File: src/design/lfpr_pkg.sv
// Shared constants, types and the fixed reply table of the length-framed packet responder.
`timescale 1ns / 1ps
`default_nettype none
package lfpr_pkg;

  // Frames longer than BUFFER_DEPTH-1 bytes are consumed and dropped
  localparam int BUFFER_DEPTH      = 128;
  localparam int PAYLOAD_BYTES_DEF = 8;

  // Frame type codes
  localparam logic [7:0] TYPE_HUB = 8'h09;
  localparam logic [7:0] TYPE_MOD = 8'h18;

  // Transmit links
  localparam logic LINK_A = 1'b0;
  localparam logic LINK_B = 1'b1;

  // Reply kinds
  localparam logic KIND_HUB = 1'b0;
  localparam logic KIND_MOD = 1'b1;

  // Fixed reply bytes
  localparam int         HUB_TABLE_LEN = 10;
  localparam logic [7:0] HUB_ECHO_LEN  = 8'h02;
  localparam logic [7:0] MOD_HEAD      = 8'h0a;

  // Reply request from the frame parser to the reply sequencer
  typedef struct packed {
    logic load;
    logic kind;
  } lfpr_req_t;

  // Ten-byte table sent on link A for a hub frame
  function automatic logic [7:0] hub_byte(input logic [3:0] idx);
    logic [7:0] val;
    case (idx)
      4'd0:    val = 8'h0a;
      4'd1:    val = 8'h18;
      4'd5:    val = 8'h01;
      4'd7:    val = 8'h01;
      4'd9:    val = 8'h01;
      default: val = 8'h00;
    endcase
    return val;
  endfunction

endpackage
`default_nettype wire

File: src/design/lfpr_parse.sv
// Frame parser: tracks length, type and payload of the byte stream and raises reply requests.
`timescale 1ns / 1ps
`default_nettype none
module lfpr_parse #(
  parameter int PAYLOAD_BYTES = lfpr_pkg::PAYLOAD_BYTES_DEF
) (
  input  wire logic                           clk,
  input  wire logic                           rst_n,
  input  wire logic                           in_valid,
  output logic                                in_stall,
  input  wire logic [7:0]                     in_rx_byte,
  input  wire logic                           reply_busy,
  output lfpr_pkg::lfpr_req_t                 req,
  output logic [PAYLOAD_BYTES-1:0][7:0]       snap
);

  logic [7:0] count_r, count_nxt;
  logic [7:0] len_r, len_nxt;
  logic [7:0] type_r, type_nxt;
  logic [PAYLOAD_BYTES-1:0][7:0] store_r, store_nxt;

  logic       acc;
  logic       near_end;
  logic       too_long;
  logic       long_enough;
  logic [7:0] type_cur;
  logic [7:0] offset;

  // Hold the byte that would finish a frame while the reply sequencer is busy with the previous reply
  assign near_end = (count_r != 8'd0) && ((count_r + 8'd1) == len_r);
  assign in_stall = reply_busy && near_end;
  assign acc      = in_valid && !in_stall;

  assign type_cur    = (count_r == 8'd1) ? in_rx_byte : type_r;
  assign offset      = count_r - 8'd2;
  assign too_long    = {1'b0, len_r} > 9'(lfpr_pkg::BUFFER_DEPTH - 1);
  assign long_enough = {1'b0, len_r} >= 9'(2 + PAYLOAD_BYTES);

  // Advance the frame state on each accepted byte
  always_comb begin
    count_nxt = count_r;
    len_nxt   = len_r;
    type_nxt  = type_r;
    store_nxt = store_r;
    if (acc) begin
      if (count_r == 8'd0) begin
        len_nxt   = in_rx_byte;
        type_nxt  = 8'd0;
        count_nxt = (in_rx_byte >= 8'd2) ? 8'd1 : 8'd0;
      end else begin
        type_nxt = type_cur;
        for (int e = 0; e < PAYLOAD_BYTES; e++) begin
          if (count_r >= 8'd2 && offset == 8'(e)) begin
            store_nxt[e] = in_rx_byte;
          end
        end
        count_nxt = near_end ? 8'd0 : count_r + 8'd1;
      end
    end
  end

  // Raise a reply for complete frames of a known type and a legal length
  always_comb begin
    req.kind = (type_cur == lfpr_pkg::TYPE_HUB) ? lfpr_pkg::KIND_HUB : lfpr_pkg::KIND_MOD;
    req.load = acc && near_end && !too_long &&
               ((type_cur == lfpr_pkg::TYPE_HUB) ||
                (type_cur == lfpr_pkg::TYPE_MOD && long_enough));
  end

  // Hand the payload over including a byte written this cycle
  assign snap = store_nxt;

  always_ff @(posedge clk) begin
    if (!rst_n) begin
      count_r <= 8'd0;
      len_r   <= 8'd0;
      type_r  <= 8'd0;
    end else begin
      count_r <= count_nxt;
      len_r   <= len_nxt;
      type_r  <= type_nxt;
    end
  end

  always_ff @(posedge clk) begin
    store_r <= store_nxt;
  end

endmodule
`default_nettype wire

File: src/design/lfpr_reply.sv
// Reply sequencer: walks one reply byte by byte into the output register.
`timescale 1ns / 1ps
`default_nettype none
module lfpr_reply #(
  parameter int PAYLOAD_BYTES = lfpr_pkg::PAYLOAD_BYTES_DEF
) (
  input  wire logic                           clk,
  input  wire logic                           rst_n,
  input  wire lfpr_pkg::lfpr_req_t            req,
  input  wire logic [PAYLOAD_BYTES-1:0][7:0]  snap,
  output logic                                busy,
  output logic                                out_valid,
  input  wire logic                           out_stall,
  output logic                                out_tx_link,
  output logic [7:0]                          out_tx_byte,
  output logic                                out_last
);

  localparam int LAST_HUB = lfpr_pkg::HUB_TABLE_LEN + 1;
  localparam int LAST_MOD = PAYLOAD_BYTES + 1;
  localparam int IDX_MAX  = (LAST_HUB > LAST_MOD) ? LAST_HUB : LAST_MOD;
  localparam int IW       = $clog2(IDX_MAX + 1);

  logic                          busy_r, busy_nxt;
  logic                          kind_r, kind_nxt;
  logic [IW-1:0]                 idx_r, idx_nxt;
  logic [PAYLOAD_BYTES-1:0][7:0] snap_r, snap_nxt;
  logic                          out_valid_r, out_valid_nxt;
  logic                          out_link_r, out_link_nxt;
  logic [7:0]                    out_byte_r, out_byte_nxt;
  logic                          out_last_r, out_last_nxt;

  logic       adv;
  logic       cur_link;
  logic [7:0] cur_byte;
  logic       cur_last;

  // Move a byte into the output register whenever it is free or being taken
  assign adv = busy_r && (!out_valid_r || !out_stall);

  // Select the current reply byte
  always_comb begin
    cur_link = lfpr_pkg::LINK_A;
    cur_byte = 8'd0;
    cur_last = 1'b0;
    case (kind_r)
      lfpr_pkg::KIND_HUB: begin
        if (idx_r < IW'(lfpr_pkg::HUB_TABLE_LEN)) begin
          cur_byte = lfpr_pkg::hub_byte(idx_r[3:0]);
        end else if (idx_r == IW'(lfpr_pkg::HUB_TABLE_LEN)) begin
          cur_link = lfpr_pkg::LINK_B;
          cur_byte = lfpr_pkg::HUB_ECHO_LEN;
        end else begin
          cur_link = lfpr_pkg::LINK_B;
          cur_byte = lfpr_pkg::TYPE_HUB;
          cur_last = 1'b1;
        end
      end
      default: begin
        if (idx_r == IW'(0)) begin
          cur_byte = lfpr_pkg::MOD_HEAD;
        end else if (idx_r == IW'(1)) begin
          cur_byte = lfpr_pkg::TYPE_MOD;
        end else begin
          cur_byte = snap_r[0];
          cur_last = (idx_r == IW'(LAST_MOD));
        end
      end
    endcase
  end

  // Load a new request or step through the current one
  always_comb begin
    busy_nxt      = busy_r;
    kind_nxt      = kind_r;
    idx_nxt       = idx_r;
    snap_nxt      = snap_r;
    out_valid_nxt = out_valid_r;
    out_link_nxt  = out_link_r;
    out_byte_nxt  = out_byte_r;
    out_last_nxt  = out_last_r;
    if (req.load) begin
      busy_nxt = 1'b1;
      kind_nxt = req.kind;
      idx_nxt  = '0;
      snap_nxt = snap;
    end else if (adv) begin
      idx_nxt = idx_r + IW'(1);
      if (kind_r == lfpr_pkg::KIND_MOD && idx_r >= IW'(2)) begin
        snap_nxt = snap_r >> 8;
      end
      if (cur_last) begin
        busy_nxt = 1'b0;
      end
    end
    if (adv) begin
      out_valid_nxt = 1'b1;
      out_link_nxt  = cur_link;
      out_byte_nxt  = cur_byte;
      out_last_nxt  = cur_last;
    end else if (!out_stall) begin
      out_valid_nxt = 1'b0;
    end
  end

  always_ff @(posedge clk) begin
    if (!rst_n) begin
      busy_r      <= 1'b0;
      kind_r      <= lfpr_pkg::KIND_HUB;
      idx_r       <= '0;
      out_valid_r <= 1'b0;
    end else begin
      busy_r      <= busy_nxt;
      kind_r      <= kind_nxt;
      idx_r       <= idx_nxt;
      out_valid_r <= out_valid_nxt;
    end
  end

  always_ff @(posedge clk) begin
    snap_r     <= snap_nxt;
    out_link_r <= out_link_nxt;
    out_byte_r <= out_byte_nxt;
    out_last_r <= out_last_nxt;
  end

  assign busy        = busy_r;
  assign out_valid   = out_valid_r;
  assign out_tx_link = out_link_r;
  assign out_tx_byte = out_byte_r;
  assign out_last    = out_last_r;

  // A new request never lands on a reply still in progress
  a_no_load_busy: assert property (@(posedge clk) disable iff (!rst_n)
    !(req.load && busy_r))
    else $error("reply request while sequencer busy");

  // The sequencer goes idle only after its final byte entered the output register
  a_idle_after_last: assert property (@(posedge clk) disable iff (!rst_n)
    $fell(busy_r) |-> (out_valid_r && out_last_r))
    else $error("sequencer idle without final byte");

  // The byte index never runs past the end of the reply
  a_idx_bound: assert property (@(posedge clk) disable iff (!rst_n)
    busy_r |-> ((kind_r == lfpr_pkg::KIND_HUB && idx_r <= IW'(LAST_HUB)) ||
                (kind_r == lfpr_pkg::KIND_MOD && idx_r <= IW'(LAST_MOD))))
    else $error("reply index out of range");

endmodule
`default_nettype wire

File: src/design/length_framed_packet_responder_top.sv
// Top level of the length-framed packet responder.
// Received bytes are taken at one per cycle and cut into frames (first byte total
// length, second byte type). A type 0x09 frame is answered with twelve bytes (ten
// table bytes on link A, then 02 09 on link B); a type 0x18 frame of at least
// 2+PAYLOAD_BYTES bytes with 0a 18 and its first PAYLOAD_BYTES payload bytes on
// link A. Other frames, lengths below two and lengths above BUFFER_DEPTH-1 are
// consumed without reply. The reply is loaded into the sequencer when the frame's
// last byte is accepted and leaves at one byte per cycle unless out_stall holds
// it. The input takes a byte every cycle, except that the byte closing a frame is
// stalled while the reply sequencer is still sending the previous reply: the
// single sequencer sets that limit.
`timescale 1ns / 1ps
`default_nettype none
module length_framed_packet_responder_top #(
  parameter int PAYLOAD_BYTES = lfpr_pkg::PAYLOAD_BYTES_DEF
) (
  input  wire logic       clk,
  input  wire logic       rst_n,
  input  wire logic       in_valid,
  output logic            in_stall,
  input  wire logic [7:0] in_rx_byte,
  output logic            out_valid,
  input  wire logic       out_stall,
  output logic            out_tx_link,
  output logic [7:0]      out_tx_byte,
  output logic            out_last
);

  lfpr_pkg::lfpr_req_t           req;
  logic [PAYLOAD_BYTES-1:0][7:0] snap;
  logic                          reply_busy;

  // Parse the byte stream into frames
  lfpr_parse #(
    .PAYLOAD_BYTES(PAYLOAD_BYTES)
  ) u_parse (
    .clk        (clk),
    .rst_n      (rst_n),
    .in_valid   (in_valid),
    .in_stall   (in_stall),
    .in_rx_byte (in_rx_byte),
    .reply_busy (reply_busy),
    .req        (req),
    .snap       (snap)
  );

  // Send the replies
  lfpr_reply #(
    .PAYLOAD_BYTES(PAYLOAD_BYTES)
  ) u_reply (
    .clk         (clk),
    .rst_n       (rst_n),
    .req         (req),
    .snap        (snap),
    .busy        (reply_busy),
    .out_valid   (out_valid),
    .out_stall   (out_stall),
    .out_tx_link (out_tx_link),
    .out_tx_byte (out_tx_byte),
    .out_last    (out_last)
  );

endmodule
`default_nettype wire
File: config.mk
export PLATFORM = sky130hd
export DESIGN_NAME = length_framed_packet_responder_top
export DESIGN_NICKNAME = d
export VERILOG_FILES = /design/src/design/lfpr_pkg.sv /design/src/design/lfpr_parse.sv /design/src/design/lfpr_reply.sv /design/src/design/length_framed_packet_responder_top.sv
export SDC_FILE = /design/constraint.sdc
export NUM_CORES = 1
export LEC_CHECK = 0
export ABC_CLOCK_PERIOD_IN_PS = 7700
export BUFFER_PORTS_ARGS = -buffer_cell sky130_fd_sc_hd__buf_2
export CAP_MARGIN = 20
export CORE_UTILIZATION = 66
export DETAILED_ROUTE_END_ITERATION = 6
export PLACE_DENSITY = 0.84
export REMOVE_ABC_BUFFERS = 1
export SLEW_MARGIN = 20
export SYNTH_ARGS = -nofsm -noshare
export SYNTH_HDL_FRONTEND = slang
export SYNTH_HIERARCHICAL = 1
export SYNTH_SLANG_ARGS = --single-unit
File: constraint.sdc
create_clock -name clk -period 7.7 [get_ports clk]
set_input_delay 1.54 -clock clk [delete_from_list [all_inputs] [get_ports clk]]
set_output_delay 1.54 -clock clk [all_outputs]
set_load 0.05 [all_outputs]
# == Yosys cells after proc, flatten, opt, wreduce, memory -nomap -nowiden ==
# Index checks and enable logic that the tools add are counted.
# op_classes
add_sub_neg,3
n_lt_le_gt_ge,6
n_eq_ne,17
muxes,36
bitwise,1
n_reduce_logical,35
# ops
op,count
2-to-1 mux 64 bit,5
2-to-1 mux 8 bit,16
equality test 8 x 3 -> 1 bit (second input constant),4
logical AND 1 bit,17
equality test 8 x 1 -> 1 bit (second input constant),2
equality test 8 x 2 -> 1 bit (second input constant),2
greater-or-equal comparator 8 x 2 -> 1 bit (second input constant),2
zero test 8 bit,2
one-hot mux 5 bit (3 select lines),1
2-to-1 mux 1 bit,13
adder 8 x 1 -> 8 bit (second input constant),1
equality test 4 x 3 -> 1 bit (second input constant),2
equality test 4 bit (second input constant),2
equality test 8 x 4 -> 1 bit (second input constant),1
equality test 8 x 5 -> 1 bit (second input constant),1
equality test 8 bit,1
greater-or-equal comparator 8 x 4 -> 1 bit (second input constant),1
> comparator 8 x 7 -> 1 bit (second input constant),1
nonzero test 8 bit,1
subtractor 8 x 2 -> 8 bit (second input constant),1
AND reduction 2 bit,3
nonzero test 2 bit,3
adder 4 x 1 -> 4 bit (second input constant),1
equality test 4 x 1 -> 1 bit (second input constant),1
10 further kinds,14
# totals
reg_bits,169
input_bits,12
out_inout_bits,12
elab_cells,124

# == Logic depth before layout (Yosys ltp) ==
# Gate-level depths: netlist of run 1.
# depth
depth_word,11
ltp_mapped,13
mapped_depth_nobuf,9

# == By module ==
# The synthesis of run 1 kept the hierarchy.
# modules_own_cells
module,instances,cells_each,area_per_inst_um2,seq_area_each_um2
lfpr_parse,1,350,3721.1,1761.7
lfpr_reply,1,208,3445.8,2362.3

# == Worst setup path before layout of run 1 ==
# OpenSTA, ideal clock, no wires.
# synth_path
path_type,input to register
from,in in_rx_byte[1]
to,"reg u_reply/snap_r[0] (netlist bit), enable pin"
setup_time_ns,0.398
arrival_ns,4.035
t_required_ns,7.302
path_slack_ns,3.267
cell_stages,9
n_path_buf,3
cell_sequence,or4_1 > nor2_1 > a31oi_1 > nor4_1 > and4_1 > buf_2 > buf_4 > buf_2 > a31o_2
# synth_rtl
item,line_no,text
from (decl),length_framed_packet_responder_top.sv:21,"input wire logic [7:0] in_rx_byte,"
to (signal assigned),lfpr_reply.sv:121,snap_r <= snap_nxt;
to (decl),lfpr_reply.sv:27,"logic [PAYLOAD_BYTES-1:0][7:0] snap_r, snap_nxt;"

==> summary.txt, run 1 <==
Run status
  • Status: finished clean

Synth
  • Post-synth EDFFs: 74
  • Post-synthesis mux area share: 19.1%
  • Post-synth cell types: 57
  • #FFs+latches synth: 169
  • Syn_area_per_cell: roughly 13 sq um
  • Area fraction in compound gates after synthesis: about 5.3%
  • Synth Area in Adders: under 10%
  • Syn Inst Count: 558
  • Post-synthesis xor/xnor area fraction: 1.83%
  • Largest family of logic cells by synthesized area: multiplexers
  • Seq/Total Area, Yosys: a little under three fifths
  • Synthesized area: 0.00717 sq mm
  • Async SR Flop Fraction: 0%
  • Main synth FF type: dfxtp_1
  • YS warnings: 6
  • Post-Synth Simple-Gate Area: between 10% and 20%

Clock tree
  • Hold-fix buffers at CTS: 0
  • Clock tree from TritonCTS: done
  • Worst-Skew Late Latency: roughly 0.54 ns
  • CTS resizes: 0
  • H-tree depth: 4
  • Bufs on Longest Clock Path: 2
  • Number of setup buffers added after CTS: 0
  • Root buffer cell: clkbuf_8
  • CTS Buf Count: 17
  • Clock-pin slew on the worst setup and hold paths: roughly 0.07 ns
  • Clock Sinks: approximately 170

Placed design
  • Worst slack, placed: around 2.2 ns
  • Port Buf Inserts: 23
  • GPL Wtd Cong: about 0.84
  • Placement Cell Area: approximately 0.0073 sq mm
  • DP Wirelength: 8370 microns

Finish
  • Fill cell count: around 650
  • Most frequent cells in the layout: mux2_2, dfxtp_1, edfxtp_1
  • N_diodes: 0
  • Post-route cell area: 0.00791 sq mm
  • Layout area overhead: 10.4%
  • Share of cells above drive strength 1: between 30% and 40%
  • Layout Nets: roughly 600
  • Most common cell after layout, fill and taps aside: mux2_2

STA
  • Tmin final: about 5.0 ns
  • Fmax: 202 MHz
  • RSZ-0062 raised after global routing: no
  • Worst Slack Setup Final: about 2.7 ns
  • Total negative slack: 0 ns
  • Final hold vios: 0
  • Final period utilization: 64.4%
  • Final setup violation count: 0
  • Worst Clk Skew: about 0.0059 ns
  • Slew @ Worst Pin: 0.994 ns
  • Slew headroom: 33.7%
  • Final hold slack: between 0.4 and 0.5 ns
  • Max Slew Vio Count: 0

Floorplanning
  • Row cnt: 37
  • Core Region: ~0.010 sq mm
  • Die height: roughly 110 microns
  • Die X: around 110 microns
  • Initial core utilization: between 60 and 70%
  • Die footprint: around 0.011 sq mm
  • IO Pins: 24

Setup path
  • Req. time, crit path: roughly 7.9 ns
  • Kind of critical path: input pin to flop
  • Crit start category: input pin
  • Critical Path End Type: flop
  • Worst Path Max Fanout: 69
  • Path depth of the worst reg2reg path: 9
  • Worst EP arrival: roughly 5.2 ns

Pwr
  • P_int: 0.00144 W
  • Gate power share: around 3.4%
  • Worst IR Drop VDD: just over 0.2 mV
  • PwrDens: 231 mW/mm^2
  • Net switching share of the total power: a little over a fifth
  • Net Switching: 0.000383 W
  • LEAKAGE: 2.84 nW
  • PnR Total Power: 0.00182 W
  • Clock share of power: 44.7%
  • Flop pwr share: between 50% and 60%

Global route
  • Largest net degree at the start of global routing: 70
  • Overall Global Routing Usage: 25.5%
  • Vias in the first global route: between 4000 and 5000
  • Initial antenna violation count: 0
  • Grt total ovfl: 0
  • First-pass GRT wire length: 21700 microns

Routing
  • Routed len/inst: ~18 microns
  • First drt pass iteration count: 5
  • Routed wire length: between 10000 and 15000 microns
  • Via density: 6.06
  • Vias: ~4400
  • Post-route DRC: 0
  • Antenna Violating Nets Remaining: 0
  • Initial DRC Count: roughly 210

Hold path
  • Hold Crit Class: flop to flop
  • Hold depth: 1

Run
  • Max Cap Viol: 0
-- Yosys cell counts (9+ instances only) --
cell type | number | area share, %
and3_1 | 9 | 0.79
edfxtp_1 | 74 | 31
clkbuf_1 | 13 | 0.68
nor2_1 | 16 | 0.84
mux2_2 | 120 | 19
dfxtp_1 | 95 | 27
xnor2_1 | 12 | 1.5
buf_2 | 11 | 0.77
nand2_1 | 54 | 2.8
ha_1 | 10 | 1.7
and2_1 | 9 | 0.79
a21oi_1 | 18 | 1.3
-- cell families after synthesis --
family	Yosys count
flops	169
simple gates	149
mux	122
compound gates	56
buf+inv	37
xor+xnor	15
fa+ha+maj	10
-- metrics by stage --
step	util, %	cells
after detailed placement	70.5	692
after floorplan	-	531
after global routing	76.0	724
final	76.0	724
after global placement	70.5	692
after CTS	76.0	724
-- worst paths after layout --
kind / slack, ns / end / startpoint
setup / recovery: 2.74 / u_reply/snap_r[44] / in_rx_byte[1]
hold / removal: 0.47 / u_parse/store_r[56] / u_parse/store_r[56]
setup reg to reg: 3.00 / u_reply/snap_r[44] / u_parse/count_r[0]
hold reg to reg: 0.47 / u_parse/store_r[56] / u_parse/store_r[56]
-- registers in the layout, indices dropped and copies added, names as in the netlist --
signal               count
u_parse/store_r         64
u_reply/snap_r          64
u_parse/count_r          8
u_parse/len_r            8
u_parse/type_r           8
u_reply/out_tx_byte      8
u_reply/idx_r            4
u_reply/busy             1
u_reply/kind_r           1
u_reply/out_last         1
u_reply/out_tx_link      1
u_reply/out_valid        1
-- critical path, stage by stage --
cell and delay [ns]:
buf_2 0.17, or4_1 0.52, nor2_1 0.19, a31oi_1 0.13, nor4_1 0.29, and4_2 0.26, buf_4 0.65, a31o_2 0.88
buf_4 0.48
-- power groups by stage --
stage	combinational (W)	sequential, W	clock, W
floorplan	0.0000388	0.000963	0
global placement	0.0000582	0.000965	0
detailed placement	0.0000609	0.000966	0
CTS	0.0000615	0.000946	0.000826
global route	0.0000685	0.000947	0.000866
finish	0.0000627	0.000946	0.000815
-- cell type report --
type	instances	area [sq um]	share of cell area, %
well taps	136	170	2.15
multi-input cells	352	2880	36.4
flip-flops and latches	169	4120	52.1
clock buffers	24	493	6.23
clock inverters	8	80.1	1.01
repair buffers	25	130	1.64
inverters	10	37.5	0.474
-- routing by layer --
| metal | track usage [%] | share of wire (%) | vias to the layer above |
|---|---|---|---|
| met5 | 0 | 0 | - |
| met4 | 11.4 | 2.8 | 0 |
| met3 | 6.56 | 5.1 | 31 |
| met2 | 43.8 | 51 | 145 |
| met1 | 29.9 | 41 | 2145 |
| li1 | - | - | 2067 |
Note: power is estimated with default switching activity, not from simulation.
==> inputs of run 2 (changes only) <==
Settings changed: ABC_CLOCK_PERIOD_IN_PS 7700 to 4500, CORE_UTILIZATION 66 to 56, PLACE_DENSITY 0.84 to 0.76.
Clock period 7.7 ns to 4.5 ns, I/O delays scaled along.
==> summary.txt, run 2 (synthesis gave the netlist of run 1 again) <==
Run status
  • Status: finished clean

Finish
  • Fill cell count: 920
  • Layout Cells excl Fill: 760
  • Layout Nets: around 600
  • Most common cell after layout, fill and taps aside: mux2_2
  • N_diodes: 0
  • Share of cells above drive strength 1: 36.1%
  • Most frequent cells in the layout: mux2_2, dfxtp_1, edfxtp_1
  • Biggest regs: u_parse/store_r x64, u_reply/snap_r x64
  • Layout area overhead: 12.2%

Setup path
  • Critical Path End Type: output pin
  • Slowest cell on crit path: dfxtp_1
  • RR Startpoint: u_parse/count_r[2]
  • Worst R2R Setup Slack: roughly 0.96 ns
  • CP bufs+invs: 2
  • Crit start category: flop
  • Reg2reg end: u_reply/snap_r[49]
  • CP delay by family, top: simple AND/OR/NAND/NOR gates
  • Worst EP arrival: between 2 and 3 ns
  • Path depth of the worst reg2reg path: 8
  • CP max stage delay: ~0.50 ns
  • Critical-path cell list: ha_1 > and4_1 > xnor2_1 > nor3_1 > nand4_2 > inv_1 > buf_2
  • Kind of critical path: flop to output pin
  • Worst Path Max Fanout: 10
  • Req. time, crit path: between 3 and 4 ns
  • Crit path from: u_parse/count_r[2]

Run
  • Max Cap Viol: 0

STA
  • Worst Clk Skew: approximately 0.0092 ns
  • Max Slew Vio Count: 0
  • Total negative slack: 0 ns
  • RSZ-0062 raised after global routing: no
  • Fmax: around 280 MHz
  • Tmin final: about 3.6 ns
  • Worst Slack Setup Final: 0.892 ns
  • Final setup violation count: 0
  • Slew headroom: a little under three fifths
  • Final period utilization: between 80% and 90%
  • Slew @ Worst Pin: about 0.64 ns
  • Final hold vios: 0

Global route
  • GRT met1 Usage: roughly 25%
  • Met3 Use GR: 5.64%
  • Initial antenna violation count: 0
  • Overall Global Routing Usage: a little over a fifth
  • Grt met2 use: ~37%
  • Largest net degree at the start of global routing: 47
  • Vias in the first global route: 4396
  • Grt total ovfl: 0
  • First-pass GRT wire length: approximately 21000 microns
  • GRT Max-Usage Layer: met2

Placed design
  • Worst slack, placed: between 0.7 and 0.8 ns
  • Placed cell count: around 730
  • GPL Wtd Cong: between 0.7 and 0.8
  • DP Wirelength: roughly 8500 microns
  • Port Buf Inserts: 23

Pwr
  • Net Switching: about 0.00067 W
  • LEAKAGE: 2.89 nW
  • Flop pwr share: between 50% and 60%
  • Worst IR Drop VDD: 0.358 mV
  • Gate power share: ~3.4%
  • Clock share of power: 46.5%
  • PwrDens: ~400 mW/mm^2
  • Net switching share of the total power: 20.8%
  • P_int: ~0.0026 W

Clock tree
  • Clock Sinks: 169
  • CTS resizes: 0
  • Root buffer cell: clkbuf_16
  • Bufs on Longest Clock Path: 2
  • Clock tree from TritonCTS: done
  • Hold-fix buffers at CTS: 0
  • CTS Buf Count: 17
  • Clock-pin slew on the worst setup and hold paths: roughly 0.06 ns
  • Worst-Skew Late Latency: around 0.42 ns
  • H-tree depth: 4
  • Number of setup buffers added after CTS: 0

Routing
  • Routed len/inst: 17.0 microns
  • Initial DRC Count: around 240
  • Vias: 4331
  • Antenna Violating Nets Remaining: 0
  • First drt pass iteration count: 5
  • Routed wire length: around 13000 microns
  • Via density: 5.70
  • Post-route DRC: 0

Floorplanning
  • Die X: between 100 and 150 microns
  • Core Region: roughly 0.012 sq mm
  • Row cnt: 40
  • Die footprint: 0.0133 sq mm
  • Die height: approximately 120 microns
  • Initial core utilization: 58.4%
  • IO Pins: 24

Hold path
  • Hold Crit Class: flop to flop
  • Hold Path Sink: u_parse/len_r[0]
  • Critical hold path startpoint: u_parse/len_r[0]
  • Hold depth: 2
-- run 2: final cells by class --
class	instances	area, sq um	share of cell area (%)
Clock inverter	12	163	2.02
Clock buffer	20	457	5.68
Tap cell	168	210	2.61
Sequential cell	169	4120	51.3
Timing Repair Buffer	29	173	2.15
Inverter	10	37.5	0.467
Multi-Input combinational cell	352	2880	35.8
-- run 2: power groups by stage --
stage          registers, W  clock network, W   logic, W
3_3_place_gp        0.00165                 0   0.000104
5_1_grt             0.00162           0.00159   0.000121
6_report            0.00162           0.00150   0.000109
4_1_cts             0.00162           0.00153   0.000108
3_5_place_dp        0.00165                 0   0.000107
2_1_floorplan       0.00165                 0  0.0000665
-- run 2: worst min-delay path: stages, from the launching register on --
cell     delay, ns
dfxtp_1       0.32
nand2_1       0.05
a21oi_1       0.05
-- run 2: how the worst max path moves through the flow --
stage / endpoint / slack, ns / depth (start not counted)
finish: in_stall / 0.89 / 7
global route: in_stall / 0.69 / 7
CTS: in_stall / 0.92 / 7
detailed placement: u_reply/snap_r[49] / 0.77 / 8
global placement: u_reply/snap_r[30] / 0.86 / 8
floorplan: u_reply/snap_r[0] / -0.40 / 6
-- run 2: layer usage --
layer | vias to the layer above | share of wire, %
li1 | 2081 | -
met1 | 2101 | 42
met2 | 123 | 51
met3 | 26 | 4.3
met4 | 0 | 2.6
met5 | - | 0
-- run 2: metrics by stage --
step                hold WS [ns]  utilization, %  power (W)  cell area [sq um]
finish                     0.466            65.6    0.00323               8040
global route               0.480            65.6    0.00334               8040
CTS                        0.468            65.6    0.00326               8040
detailed placement         0.455            60.5    0.00176               7420
global placement           0.450            60.5    0.00176               7420
floorplan                  0.441               -    0.00172               7040
==> inputs of run 3 (changes only) <==
Settings changed: ABC_CLOCK_PERIOD_IN_PS 4500 to 3480, CORE_UTILIZATION 56 to 61, PLACE_DENSITY 0.76 to 0.79.
Clock period 4.5 ns to 3.48 ns, I/O delays scaled along.
==> summary.txt, run 3 (synthesis gave the netlist of run 1 again) <==
Run status
  • Status: finished clean

STA
  • Worst Clk Skew: slightly below 0.01 ns
  • Fmax: 302 MHz
  • Slew headroom: a little over three fifths
  • Tmin final: 3.31 ns
  • RSZ-0062 raised after global routing: no
  • Final setup violation count: 0
  • Worst Slack Setup Final: roughly 0.17 ns
  • Final period utilization: between 90% and 100%
  • Max Slew Vio Count: 0
  • Slew @ Worst Pin: between 0.5 and 0.6 ns
  • Final hold vios: 0
  • Total negative slack: 0 ns

Placed design
  • Port Buf Inserts: 23
  • Placed cell count: just over 700
  • Worst slack, placed: about 0.20 ns
  • DP Wirelength: roughly 9000 microns
  • Placement Cell Area: about 0.0075 sq mm
  • GPL Wtd Cong: between 0.8 and 0.9

Finish
  • Most common cell after layout, fill and taps aside: mux2_2
  • Post-route cell area: 0.00811 sq mm
  • Most frequent cells in the layout: mux2_2, dfxtp_1, edfxtp_1
  • Final Util: 71.0%
  • N_diodes: 0
  • Layout area overhead: 13.2%
  • Layout Nets: roughly 600
  • Layout Cells excl Fill: between 700 and 800
  • Biggest regs: u_parse/store_r x64, u_reply/snap_r x64
  • Share of cells above drive strength 1: around 37%

Setup path
  • Worst Path Max Fanout: 35
  • Worst EP arrival: about 3.5 ns
  • CP max stage delay: approximately 0.5 ns
  • CP delay by family, top: simple AND/OR/NAND/NOR gates
  • Req. time, crit path: between 3 and 4 ns
  • CP bufs+invs: 1
  • Critical Path End Type: flop
  • Crit start category: flop
  • Kind of critical path: flop to flop
  • Critical-path cell list: ha_1 > and4_1 > a31oi_1 > and4b_4 > and4b_1 > and4_2 > buf_12 > mux2_2
  • Slowest cell on crit path: dfxtp_1

Global route
  • Vias in the first global route: around 4400
  • Overall Global Routing Usage: 23.8%
  • Largest net degree at the start of global routing: 39
  • First-pass GRT wire length: around 21000 microns
  • Initial antenna violation count: 0
  • Grt total ovfl: 0

Routing
  • Via density: between 5 and 6
  • Routed wire length: 13400 microns
  • Vias: 4423
  • Initial DRC Count: ~190
  • Routed len/inst: between 15 and 20 microns
  • Antenna Violating Nets Remaining: 0
  • Post-route DRC: 0
  • First drt pass iteration count: 4

Floorplanning
  • Die height: ~110 microns
  • Core Region: between 0.01 and 0.015 sq mm
  • Die footprint: approximately 0.012 sq mm
  • IO Pins: 24
  • Row cnt: 39
  • Initial core utilization: between 60% and 70%
  • Die X: between 100 and 150 microns

Clock tree
  • Clock tree from TritonCTS: done
  • H-tree depth: 4
  • Clock Sinks: approximately 170
  • Bufs on Longest Clock Path: 2
  • Number of setup buffers added after CTS: 0
  • Root buffer cell: clkbuf_16
  • CTS Buf Count: 17
  • Hold-fix buffers at CTS: 0
  • Clock-pin slew on the worst setup and hold paths: approximately 0.060 ns
  • Worst-Skew Late Latency: around 0.42 ns

Run
  • Max Cap Viol: 0

Pwr
  • Worst IR Drop VDD: 0.454 mV
  • LEAKAGE: slightly below 3 nW
  • PwrDens: slightly above 500 mW/mm^2

Hold path
  • Hold Crit Class: flop to flop
-- run 3: cell types whose count changed in the layout (fill, tap and decap cells not counted), moves of 2 or more --
cell / change
buf_4: +9
buf_12: +3
clkinvlp_4: +2
inv_6: -2
-- run 3: per-stage QoR --
step	total power, W	hold WS (ns)
after floorplan	0.00222	0.441
final	0.00408	0.467
after CTS	0.00411	0.469
after global placement	0.00228	0.450
after detailed placement	0.00228	0.455
after global routing	0.00421	0.481
-- run 3: final timing paths --
path / slack, ns / startpoint / cells past startpoint / endpoint
worst max-delay path: 0.17 / u_parse/count_r[2] / 8 / u_reply/snap_r[55]
worst min-delay path: 0.47 / u_parse/store_r[52] / 1 / u_parse/store_r[52]
worst max register to register: 0.17 / u_parse/count_r[2] / 8 / u_reply/snap_r[55]
worst min register to register: 0.47 / u_parse/store_r[52] / 1 / u_parse/store_r[52]
-- run 3: worst register-to-register path, stage by stage (launching register included) --
cell and delay (ns):
dfxtp_1 0.50, ha_1 0.25, and4_1 0.30, a31oi_1 0.10
and4b_4 0.37, and4b_1 0.49, and4_2 0.43, buf_12 0.24
mux2_2 0.38
-- run 3: timing repair --
action,CTS,global route
endpoints found under the hold margin,0,0
setup endpoints to repair,0,1
gates resized for setup,0,2
-- run 3: cell type report --
class	count	area, sq um
sequential	169	4120
fill	784	3310
multi-input combinational	352	2890
clock buffer	21	460
timing repair buffer	41	300
tap	143	179
clock inverter	11	120
inverter	10	37.5
-- run 3: per-layer routing --
layer	vias to the layer above	global-route usage [%]	wire, microns
met5	-	0	0
met4	0	9.59	263
met3	23	5.70	547
met2	103	41.1	6760
met1	2195	28.4	5840
li1	2102	-	-
-- run 3: power breakdown --
group / leakage [nW] / switching (W) / internal, W / total, W
sequential: 1.37 / 0.0000137 / 0.00208 / 0.00209
combinational: 1.28 / 0.0000969 / 0.0000579 / 0.000155
clock: 0.277 / 0.000744 / 0.00109 / 0.00184
